===== config.mk =====
export PLATFORM = sky130hd
export DESIGN_NAME = brp_emit
export DESIGN_NICKNAME = d
export VERILOG_FILES = /design/src/rtl/core/bayer_row_pair_vertical_upscaler_top_assert.svh /design/src/rtl/core/brp_pkg.sv /design/src/rtl/core/brp_emit.sv
export SDC_FILE = /design/constraint.sdc
export NUM_CORES = 1
export LEC_CHECK = 0
export ABC_AREA = 1
export BUFFER_PORTS_ARGS = -buffer_cell sky130_fd_sc_hd__buf_2
export CAP_MARGIN = 5
export CORE_MARGIN = 8
export CORE_UTILIZATION = 55
export DETAILED_ROUTE_END_ITERATION = 8
export PLACE_DENSITY = 0.95
export SYNTH_ARGS = -nofsm -noshare
export SYNTH_HDL_FRONTEND = slang
export SYNTH_SLANG_ARGS = --single-unit

===== constraint.sdc =====
create_clock -name clk -period 9 [get_ports clk]
set_clock_uncertainty 0.15 [all_clocks]
set_input_delay 2.7 -clock clk [delete_from_list [all_inputs] [get_ports clk]]
set_output_delay 2.7 -clock clk [all_outputs]
set_load 0.005 [all_outputs]

===== src/rtl/core/bayer_row_pair_vertical_upscaler_top_assert.svh =====
// Assertion macros for the upscaler's top level.
`ifndef BAYER_ROW_PAIR_VERTICAL_UPSCALER_TOP_ASSERT_SVH
`define BAYER_ROW_PAIR_VERTICAL_UPSCALER_TOP_ASSERT_SVH

// Same-cycle implication, sampled on clk, off while in reset.
`define BRP_ASSERT_NOW(label, ante, cons) \
    label: assert property (@(posedge clk) disable iff (!rst_n) (ante) |-> (cons)) \
        else $error("brp assertion failed");

// Next-cycle implication, sampled on clk, off while in reset.
`define BRP_ASSERT_NEXT(label, ante, cons) \
    label: assert property (@(posedge clk) disable iff (!rst_n) (ante) |=> (cons)) \
        else $error("brp assertion failed");

`endif


===== src/rtl/core/brp_pkg.sv =====
package brp_pkg;

    // Configuration register indexes.
    localparam logic REG_FRAME_WIDTH  = 1'b0;
    localparam logic REG_FRAME_HEIGHT = 1'b1;

    // Register reset values and the width that turns on the downward shift.
    localparam logic [9:0] FRAME_WIDTH_RST  = 10'd640;
    localparam logic [8:0] FRAME_HEIGHT_RST = 9'd480;
    localparam logic [9:0] SHIFT_WIDTH      = 10'd176;

    // Result kinds of one input word, in emission order.
    localparam logic [1:0] KIND_COPY = 2'd0;
    localparam logic [1:0] KIND_AVG  = 2'd1;
    localparam logic [1:0] KIND_DUP  = 2'd2;

    // Effective frame settings after clamping.
    typedef struct packed {
        logic [9:0] width;
        logic [8:0] height;
        logic       shift;
    } cfg_t;

    // Payload of one item on its way to the result stage.
    typedef struct packed {
        logic [9:0] base;
        logic [9:0] col;
        logic [7:0] pixel;
        logic [7:0] avg;
        logic       shift;
    } pix_t;

    // Item handed from the store stage to the result stage. Mask bit 2k is
    // the in-place copy and bit 2k+1 the main copy of result kind k.
    typedef struct packed {
        logic       valid;
        logic [5:0] mask;
        pix_t       data;
    } item_t;

endpackage


===== src/rtl/core/brp_emit.sv =====
module brp_emit #(
    parameter int SHIFT_ROWS = 6
) (
    input  logic           clk,
    input  logic           rst_n,
    input  brp_pkg::item_t item,
    output logic           take,
    output logic           out_valid,
    input  logic           out_ready,
    output logic [8:0]     out_row,
    output logic [9:0]     out_col,
    output logic [7:0]     value,
    output logic           last_of_run
);

    logic [5:0]     mask_reg, mask_next;
    brp_pkg::pix_t  data_reg;

    logic           load;
    logic           fire;
    logic [2:0]     slot;
    logic [1:0]     kind;
    logic [9:0]     row_k;
    logic [9:0]     row_out;
    logic [5:0]     mask_rest;

    assign out_valid   = |mask_reg;
    assign mask_rest   = mask_reg & (mask_reg - 6'd1);
    assign last_of_run = mask_rest == 6'd0;
    assign fire        = out_valid & out_ready;
    assign take        = ~out_valid | (out_ready & last_of_run);
    assign load        = item.valid & take & (|item.mask);

    // Lowest pending result goes out first.
    always_comb
    begin
        slot = 3'd0;
        for (int i = 5; i >= 0; i--)
        begin
            if (mask_reg[i])
            begin
                slot = 3'(i);
            end
        end
    end

    assign kind = slot[2:1];

    always_comb
    begin
        unique case (kind)
            brp_pkg::KIND_COPY: row_k = data_reg.base;
            brp_pkg::KIND_AVG:  row_k = data_reg.base - 10'd2;
            brp_pkg::KIND_DUP:  row_k = data_reg.base + 10'd2;
            default:            row_k = data_reg.base;
        endcase
        row_out = (slot[0] & data_reg.shift) ? (row_k + 10'(SHIFT_ROWS)) : row_k;
    end

    assign out_row = row_out[8:0];
    assign out_col = data_reg.col;
    assign value   = (kind == brp_pkg::KIND_AVG) ? data_reg.avg : data_reg.pixel;

    // Pending mask: load a new word or retire the result just taken.
    always_comb
    begin
        mask_next = mask_reg;
        if (load)
        begin
            mask_next = item.mask;
        end
        else if (fire)
        begin
            mask_next = mask_rest;
        end
    end

    always_ff @(posedge clk or negedge rst_n)
    begin
        if (!rst_n)
        begin
            mask_reg <= 6'd0;
        end
        else
        begin
            mask_reg <= mask_next;
        end
    end

    always_ff @(posedge clk)
    begin
        if (load)
        begin
            data_reg <= item.data;
        end
    end

endmodule


==> PnR_summary.wiki, run 1 <==
{| class="wikitable"
! Metric !! Value
|-
| Weighted congestion at the end of routability-driven global placement || 0.855
|-
| Area growth from synthesis to layout || 19.4%
|-
| Proportion of power drawn by combinational gates || 0.602
|-
| Wire length per cell after detailed routing || 13.2 um
|-
| Die extent in x || 83.1 um
|-
| Dominant cell type by area after synthesis || edfxtp_1
|-
| Number of global-route vias before repair || 1881
|-
| Critical Path Start || out_ready
|-
| Data required time of the critical path || 6.15 ns
|-
| Global-route usage over all layers || 0.143
|-
| Fraction of post-synthesis cell area in the top cell type by area || 0.437
|-
| Count of non-filler cells in the finished layout || 374
|-
| Clk network pwr share || 0.141
|-
| Synth top cells by count || nand2_1, edfxtp_1, inv_1
|-
| Number of enable-type register cells in the synthesized netlist || 36
|-
| Chip Height || 83.1 um
|-
| Starting utilization of the core area || 0.568
|-
| Share of post-route cells with drive strength above 1 || 0.370
|-
| Core Area || 0.00435 sq mm
|-
| Root Buffer || clkbuf_8
|-
| Most common cell in the netlist || nand2_1
|-
| Number of buffers inserted for hold repair after clock tree synthesis || 0
|-
| Flip-flop cell with the highest count after synthesis || edfxtp_1
|-
| Final worst path period need || 6.06 ns
|-
| Routed via count divided by cell count || 4.93
|-
| Count of different cell masters after synthesis || 33
|-
| Worst Reg2Reg Path Length in Cells || 7
|-
| Number of buffers inserted during clock tree synthesis || 5
|-
| Post-route setup TNS || 0 ns
|-
| Crit Path Class || in -> out
|-
| Detailed Place HPWL || 3980 um
|-
| Total of max-cap violations || 0
|-
| Maximum operating frequency || 0.165 GHz
|-
| Sequential-to-total area share from yosys stat || 0.498
|-
| Relative slew slack || 0.751
|-
| R2R Path Start || mask_reg[0]
|-
| Reported net switching power || 0.536 mW
|-
| TritonRoute pass-1 iters || 4
|-
| Data arrival time at the worst-slack endpoint || 3.21 ns
|-
| Cells after synthesis || 252
|-
| Unrepaired setup endpoints after global routing || false
|-
| Number of synthesized register bits || 42
|-
| Class of the worst hold path || reg -> reg
|-
| Number of clock sinks || 42
|-
| TritonCTS clock tree || done
|-
| Largest vdd supply drop || 0.203 mV
|-
| Number of buffers added on ports || 75
|-
| Iteration-0 DRC Markers || 114
|-
| Syn nets || 310
|-
| Flip-flop count of the largest register after layout || 26
|-
| P_int || 0.684 mW
|-
| Number of vias in the routed layout || 1843
|-
| Initial antenna violation count || 0
|-
| Average cell area after synthesis || 9.82 sq um
|-
| Share of flip-flops with an asynchronous set or reset || 0.143
|-
| Number of setup violations in the final report || 0
|-
| Final antenna-violating net count || 0
|-
| Total count of hold-check failures in the final report || 0
|-
| Part of the total power dissipated in sequential elements || 0.257
|-
| Least-Margin Pin Slew || 0.374 ns
|-
| Total leakage power || 1.46 nW
|-
| Highest fanout seen on the critical path || 6
|-
| Pin count of the biggest net entering global routing || 39
|-
| Number of nets in the finished design || 379
|-
| Full die area || 0.00690 sq mm
|-
| Synthesis Warnings || 0
|-
| Element type at the critical path end || output port
|-
| Pwr per Cell Area || 413 mW/mm^2
|-
| First-pass GRT wire length || 8340 um
|-
| N_diodes || 0
|-
| Maximum level of the CTS H-tree || 2
|-
| Row cnt || 24
|-
| Overall power consumption || 1.22 mW
|-
| Endpoint of the most critical setup path || take
|-
| Clock slew seen by the registers of the worst setup and hold paths || 0.08 ns
|-
| DRT Wirelength || 4920 um
|-
| Summed instance area of the synthesized netlist || 0.00247 sq mm
|-
| Clock latency of the later-clocked register in the worst-skew pair || 0.28 ns
|-
| Capturing point of the worst reg2reg path || out_col[2]
|-
| Post-CTS Setup Repair Bufs || 0
|-
| Remaining DRCs || 0
|-
| Clock Tree Buf Depth || 2
|-
| Post-route clock period utilization || 0.673
|-
| Nature of the critical path startpoint || input pin
|-
| Placed Cells || 366
|-
| Top Ports || 77
|-
| Share of total power consumed by net switching || 0.439
|-
| Global-route congestion overflow total || 0
|-
| Result of the run || finished, final reports clean
|-
| Register-to-Register Setup Slack || 6.95 ns
|-
| # resized after CTS || 0
|-
| Max Transition Viols Final || 0
|-
| Cell types occupying the most area after synthesis || edfxtp_1, nand2_1, dfrtp_1
|}
==> power by group through the flow <==
stage | clock network, mW | registers [mW] | logic [mW]
3_3_place_gp | 0 | 0.313 | 0.710
2_1_floorplan | 0 | 0.308 | 0.561
4_1_cts | 0.176 | 0.313 | 0.743
6_report | 0.172 | 0.313 | 0.735
3_5_place_dp | 0 | 0.317 | 0.742
5_1_grt | 0.183 | 0.320 | 0.836
==> per-layer routing <==
layer | vias up | wire length (um) | track usage
met5 | - | 0 | 0
met4 | 0 | 74 | 0.0543
met3 | 8 | 418 | 0.0654
met2 | 59 | 2490 | 0.249
met1 | 829 | 1940 | 0.146
li1 | 947 | - | -
==> layout by cell type, fill, tap and decap left out, drive strengths merged, types with 4 or more instances in the layout <==
cell type and count:
buf 75, nand3 28, nand4 4, nor2 15, clkbuf 5, edfxtp 36, mux2 8, dfrtp 6
ha 10, nand2 73, xor2 4, inv 37
==> worst max-delay path, cell delays in order <==
cell and delay [ns]:
buf_2 0.13, nand4_2 0.12, nand2_4 0.13, buf_2 0.13
==> area by class of cell <==
class	count	area [sq um]
clock buffer	5	68.8
clock inverter	3	68.8
fill	317	1400
inverter	38	153
multi-input combinational	159	992
sequential	42	1230
tap	52	65.1
timing repair buffer	75	375
==> logic make-up (layout without fill, tap and decap cells) <==
logic type,count (synthesis),count (layout),synth area share
buffers and inverters,51,121,0.101
XOR/XNOR,6,6,0.0212
AO/OA/AOI/OAI,5,5,0.0132
flip-flops,42,42,0.498
AND/OR/NAND/NOR,128,128,0.268
adder cells (fa/ha/maj),11,11,0.0587
multiplexers,9,9,0.0405
==> how the worst min path moves through the flow <==
| stage | start | to | depth (start not counted) |
|---|---|---|---|
| final | mask_reg[2] | mask_reg[2] | 2 |
| after global routing | mask_reg[5] | mask_reg[5] | 2 |
| after CTS | mask_reg[2] | mask_reg[2] | 2 |
| after detailed placement | mask_reg[2] | mask_reg[2] | 2 |
| after global placement | mask_reg[2] | mask_reg[2] | 2 |
| after floorplan | mask_reg[2] | mask_reg[2] | 2 |
==> per-stage QoR <==
step | area, sq um | hold WS [ns] | worst slack, ns | utilization
5_1_grt | 2950 | 0.447 | 2.81 | 0.678
3_3_place_gp | 2820 | 0.381 | 2.96 | 0.647
6_report | 2950 | 0.429 | 2.94 | 0.678
2_1_floorplan | 2470 | 0.351 | 3.24 | -
4_1_cts | 2950 | 0.432 | 2.93 | 0.678
3_5_place_dp | 2820 | 0.411 | 2.95 | 0.647
Power figures use the tool's default switching activity.
==> run 2: changes to the inputs <==
- ABC_AREA: 1 -> 0
- CORE_UTILIZATION: 55 -> 45
- PLACE_DENSITY: 0.95 -> 0.86
- clock period: 9 -> 5.5 ns (I/O delays scaled with it)
==> PnR_summary.wiki, run 2 <==
{| class="wikitable"
! Metric !! Value
|-
| Number of enable-type register cells in the synthesized netlist || 36 (unchanged)
|-
| Detailed Place HPWL || 3580 um (-9.9%)
|-
| Pin count of the biggest net entering global routing || 42 (+7.7%)
|-
| Flip-flop cell with the highest count after synthesis || edfxtp_1
|-
| Reported net switching power || 0.852 mW (+59%)
|-
| Clock Tree Buf Depth || 2 (unchanged)
|-
| Number of buffers added on ports || 75 (unchanged)
|-
| Average cell area after synthesis || 12.8 sq um (+30%)
|-
| Flip-flop count of the largest register after layout || 26 (unchanged)
|-
| Number of global-route vias before repair || 1587 (-16%)
|-
| Count of non-filler cells in the finished layout || 312 (-17%)
|-
| Top Ports || 77 (unchanged)
|-
| N_diodes || 0 (unchanged)
|-
| Area growth from synthesis to layout || 22.0%
|-
| DRT Wirelength || 4560 um (-7.3%)
|-
| Maximum level of the CTS H-tree || 2 (unchanged)
|-
| Cell count of the worst hold path || 1 (-1)
|-
| Count of different cell masters after synthesis || 47 (+42%)
|-
| Highest fanout seen on the critical path || 9 (+3)
|-
| Number of setup violations in the final report || 0 (unchanged)
|-
| Post-route clock period utilization || 0.961
|-
| Total of max-cap violations || 0 (unchanged)
|-
| Overall power consumption || 2.02 mW (+65%)
|-
| Starting utilization of the core area || 0.471 (-0.0976)
|-
| Least-Margin Pin Slew || 0.591 ns (+0.217 ns)
|-
| Full die area || 0.00748 sq mm (+8.5%)
|-
| Routed via count divided by cell count || 5.10 (+3.5%)
|-
| Weighted congestion at the end of routability-driven global placement || 0.813 (-4.9%)
|-
| First-pass GRT wire length || 6980 um (-16%)
|-
| Remaining DRCs || 0 (unchanged)
|-
| Clock slew seen by the registers of the worst setup and hold paths || 0.07 ns (about the same)
|-
| Crit Path Class || reg -> out
|-
| Largest vdd supply drop || 0.293 mV (+44%)
|-
| CP cell instances || nor4_2, o21ai_0, inv_1, ha_1, inv_2, fa_2, a21oi_1, o211ai_1, a2111oi_1, and3b_1, a211oi_2, xnor2_1, buf_2
|-
| Data required time of the critical path || 3.70 ns (-2.45 ns)
|-
| Total leakage power || 1.14 nW (-21%)
|-
| Sequential-to-total area share from yosys stat || 0.550 (+0.0526)
|-
| Iteration-0 DRC Markers || 67 (-41%)
|-
| TritonRoute pass-1 iters || 4 (unchanged)
|-
| Most common cell in the netlist || edfxtp_1
|-
| Number of buffers inserted for hold repair after clock tree synthesis || 0 (unchanged)
|-
| Final worst path period need || 5.29 ns
|-
| Post-CTS Setup Repair Bufs || 0 (unchanged)
|-
| Maximum operating frequency || 0.189 GHz
|-
| Global-route congestion overflow total || 0 (unchanged)
|-
| Critical Path Start || mask_reg[0]
|-
| Cells after synthesis || 175 (-31%)
|-
| Library cell contributing the largest single delay on the critical path || dfrtp_1
|-
| Relative slew slack || 0.606 (-0.145)
|-
| Summed instance area of the synthesized netlist || 0.00224 sq mm (-9.6%)
|-
| Total count of hold-check failures in the final report || 0 (unchanged)
|-
| Root Buffer || clkbuf_8
|-
| Chip Height || 86.5 um (+4.1%)
|-
| Number of synthesized register bits || 42 (unchanged)
|-
| Endpoint of the most critical setup path || out_row[8]
|-
| Most used cells in the layout excluding fill and tap cells || buf_2, edfxtp_1, nand2_1
|-
| Number of clock sinks || 42 (unchanged)
|-
| Share of total power consumed by net switching || 0.423 (-0.0166)
|-
| Wire length per cell after detailed routing || 14.6 um (+11%)
|-
| Worst Reg2Reg Path Length in Cells || 6 (-1)
|-
| R2R Path Start || mask_reg[1]
|-
| Number of nets in the finished design || 302 (-20%)
|-
| Minimum setup slack in the final design || 0.213 ns (-2.73 ns)
|-
| Placed Cells || 304 (-17%)
|-
| Number of buffers inserted during clock tree synthesis || 5 (unchanged)
|-
| Capturing point of the worst reg2reg path || out_col[5]
|-
| Final antenna-violating net count || 0 (unchanged)
|-
| Class of the worst hold path || reg -> reg
|-
| Stage delay of the slowest cell on the critical path || 0.46 ns (+0.33 ns)
|-
| Part of the total power dissipated in sequential elements || 0.261 (+0.004)
|-
| Share of flip-flops with an asynchronous set or reset || 0.143 (unchanged)
|-
| Synth top cells by count || edfxtp_1, nand2_1, buf_4
|-
| Leading cell type in the layout, fill and taps excluded || buf_2
|-
| Register-to-Register Setup Slack || 3.05 ns (-3.90 ns)
|-
| Worst slack at placement || 0.433 ns (-2.51 ns)
|-
| Nature of the critical path startpoint || register
|-
| P_int || 1.16 mW (+70%)
|-
| Proportion of power drawn by combinational gates || 0.625 (+0.023)
|-
| Pwr per Cell Area || 738 mW/mm^2 (+79%)
|-
| Fraction of post-synthesis cell area in the top cell type by area || 0.483 (+0.0462)
|-
| Row cnt || 25 (+4.2%)
|-
| Synthesis Warnings || 0 (unchanged)
|-
| Cell types occupying the most area after synthesis || edfxtp_1, dfrtp_1, ha_1
|-
| Result of the run || finished, final reports clean
|-
| Data arrival time at the worst-slack endpoint || 3.49 ns (+0.28 ns)
|-
| Share of post-route cells with drive strength above 1 || 0.408 (+0.0386)
|-
| Clk network pwr share || 0.114 (-0.027)
|-
| TritonCTS clock tree || done
|-
| Die extent in x || 86.5 um (+4.1%)
|-
| Global-route usage over all layers || 0.119 (-0.0244)
|-
| Initial antenna violation count || 0 (unchanged)
|-
| Clock latency of the later-clocked register in the worst-skew pair || 0.28 ns (about the same)
|-
| Core Area || 0.00475 sq mm (+9.2%)
|-
| Utilization after layout || 0.574 (-0.104)
|-
| Number of vias in the routed layout || 1591 (-14%)
|-
| Max Transition Viols Final || 0 (unchanged)
|-
| Dominant cell type by area after synthesis || edfxtp_1
|-
| Syn nets || 233 (-25%)
|-
| Element type at the critical path end || output port
|}
run 2: changes by cell type in the layout (fill, tap and decap cells not counted), sizes merged, moves of 6 or more:
cell,before,now
o21ai,2,8
nor2,15,8
inv,37,9
nand3,28,6
nand2,73,12
run 2: power groups by stage:
stage	registers, mW	clock network (mW)	logic [mW]
2_1_floorplan	0.516	0	0.902
3_3_place_gp	0.525	0	1.20
3_5_place_dp	0.531	0	1.24
4_1_cts	0.524	0.234	1.25
5_1_grt	0.540	0.242	1.42
6_report	0.527	0.229	1.26
run 2: metal layers:
| metal | wire length [um] | global-route usage |
|---|---|---|
| met1 | 1660 | 0.115 |
| met2 | 2250 | 0.198 |
| met3 | 593 | 0.0709 |
| met4 | 59 | 0.0563 |
| met5 | 0 | 0 |
run 2: layout make-up:
type / count / area, sq um
Clock buffer: 7 / 76.3
Clock inverter: 1 / 30.0
Fill cell: 396 / 2020
Inverter: 9 / 33.8
Multi-Input combinational cell: 110 / 892
Sequential cell: 42 / 1230
Tap cell: 67 / 83.8
Timing Repair Buffer: 76 / 383
run 2: through the flow:
step	hold slack, ns	TNS, ns	cell area [sq um]
5_1_grt	0.474	-0.168	2730
3_3_place_gp	0.403	0	2610
6_report	0.446	0	2730
3_5_place_dp	0.416	0	2610
4_1_cts	0.436	0	2720
2_1_floorplan	0.377	0	2240
run 2: cell families (layout without fill, tap and decap cells):
| logic type | count (synthesis) | count (layout) | synth area share |
|---|---|---|---|
| buffers and inverters | 23 | 93 | 0.0576 |
| DFF | 42 | 42 | 0.550 |
| xor gates and xnor gates | 11 | 11 | 0.0431 |
| AOI/OAI and AO/OA | 33 | 33 | 0.120 |
| and+or+nand+nor | 42 | 42 | 0.101 |
| muxes | 12 | 12 | 0.0582 |
| adders and majority gates | 12 | 12 | 0.0694 |
run 2: worst min path at each step:
stage	to	startpoint
after floorplan	mask_reg[4]	mask_reg[4]
after global placement	mask_reg[4]	mask_reg[4]
after detailed placement	mask_reg[4]	mask_reg[4]
after CTS	mask_reg[4]	mask_reg[4]
after global routing	mask_reg[4]	mask_reg[4]
final	mask_reg[4]	mask_reg[4]
run 2: repair_timing:
action / 4_1_cts / 5_1_grt
resized for setup: 0 / 5
setup endpoints to repair: 0 / 2
endpoints found under the hold margin: 0 / 0
run 2: worst max-delay path: cells and delay by family (launching register included):
| family | cells | cell delay (ns) |
|---|---|---|
| AO/OA/AOI/OAI | 5 | 1.12 |
| AND/OR/NAND/NOR | 2 | 0.61 |
| adder cells (fa/ha/maj) | 2 | 0.55 |
| flip-flops | 1 | 0.46 |
| buffers and inverters | 3 | 0.32 |
| XOR/XNOR | 1 | 0.14 |
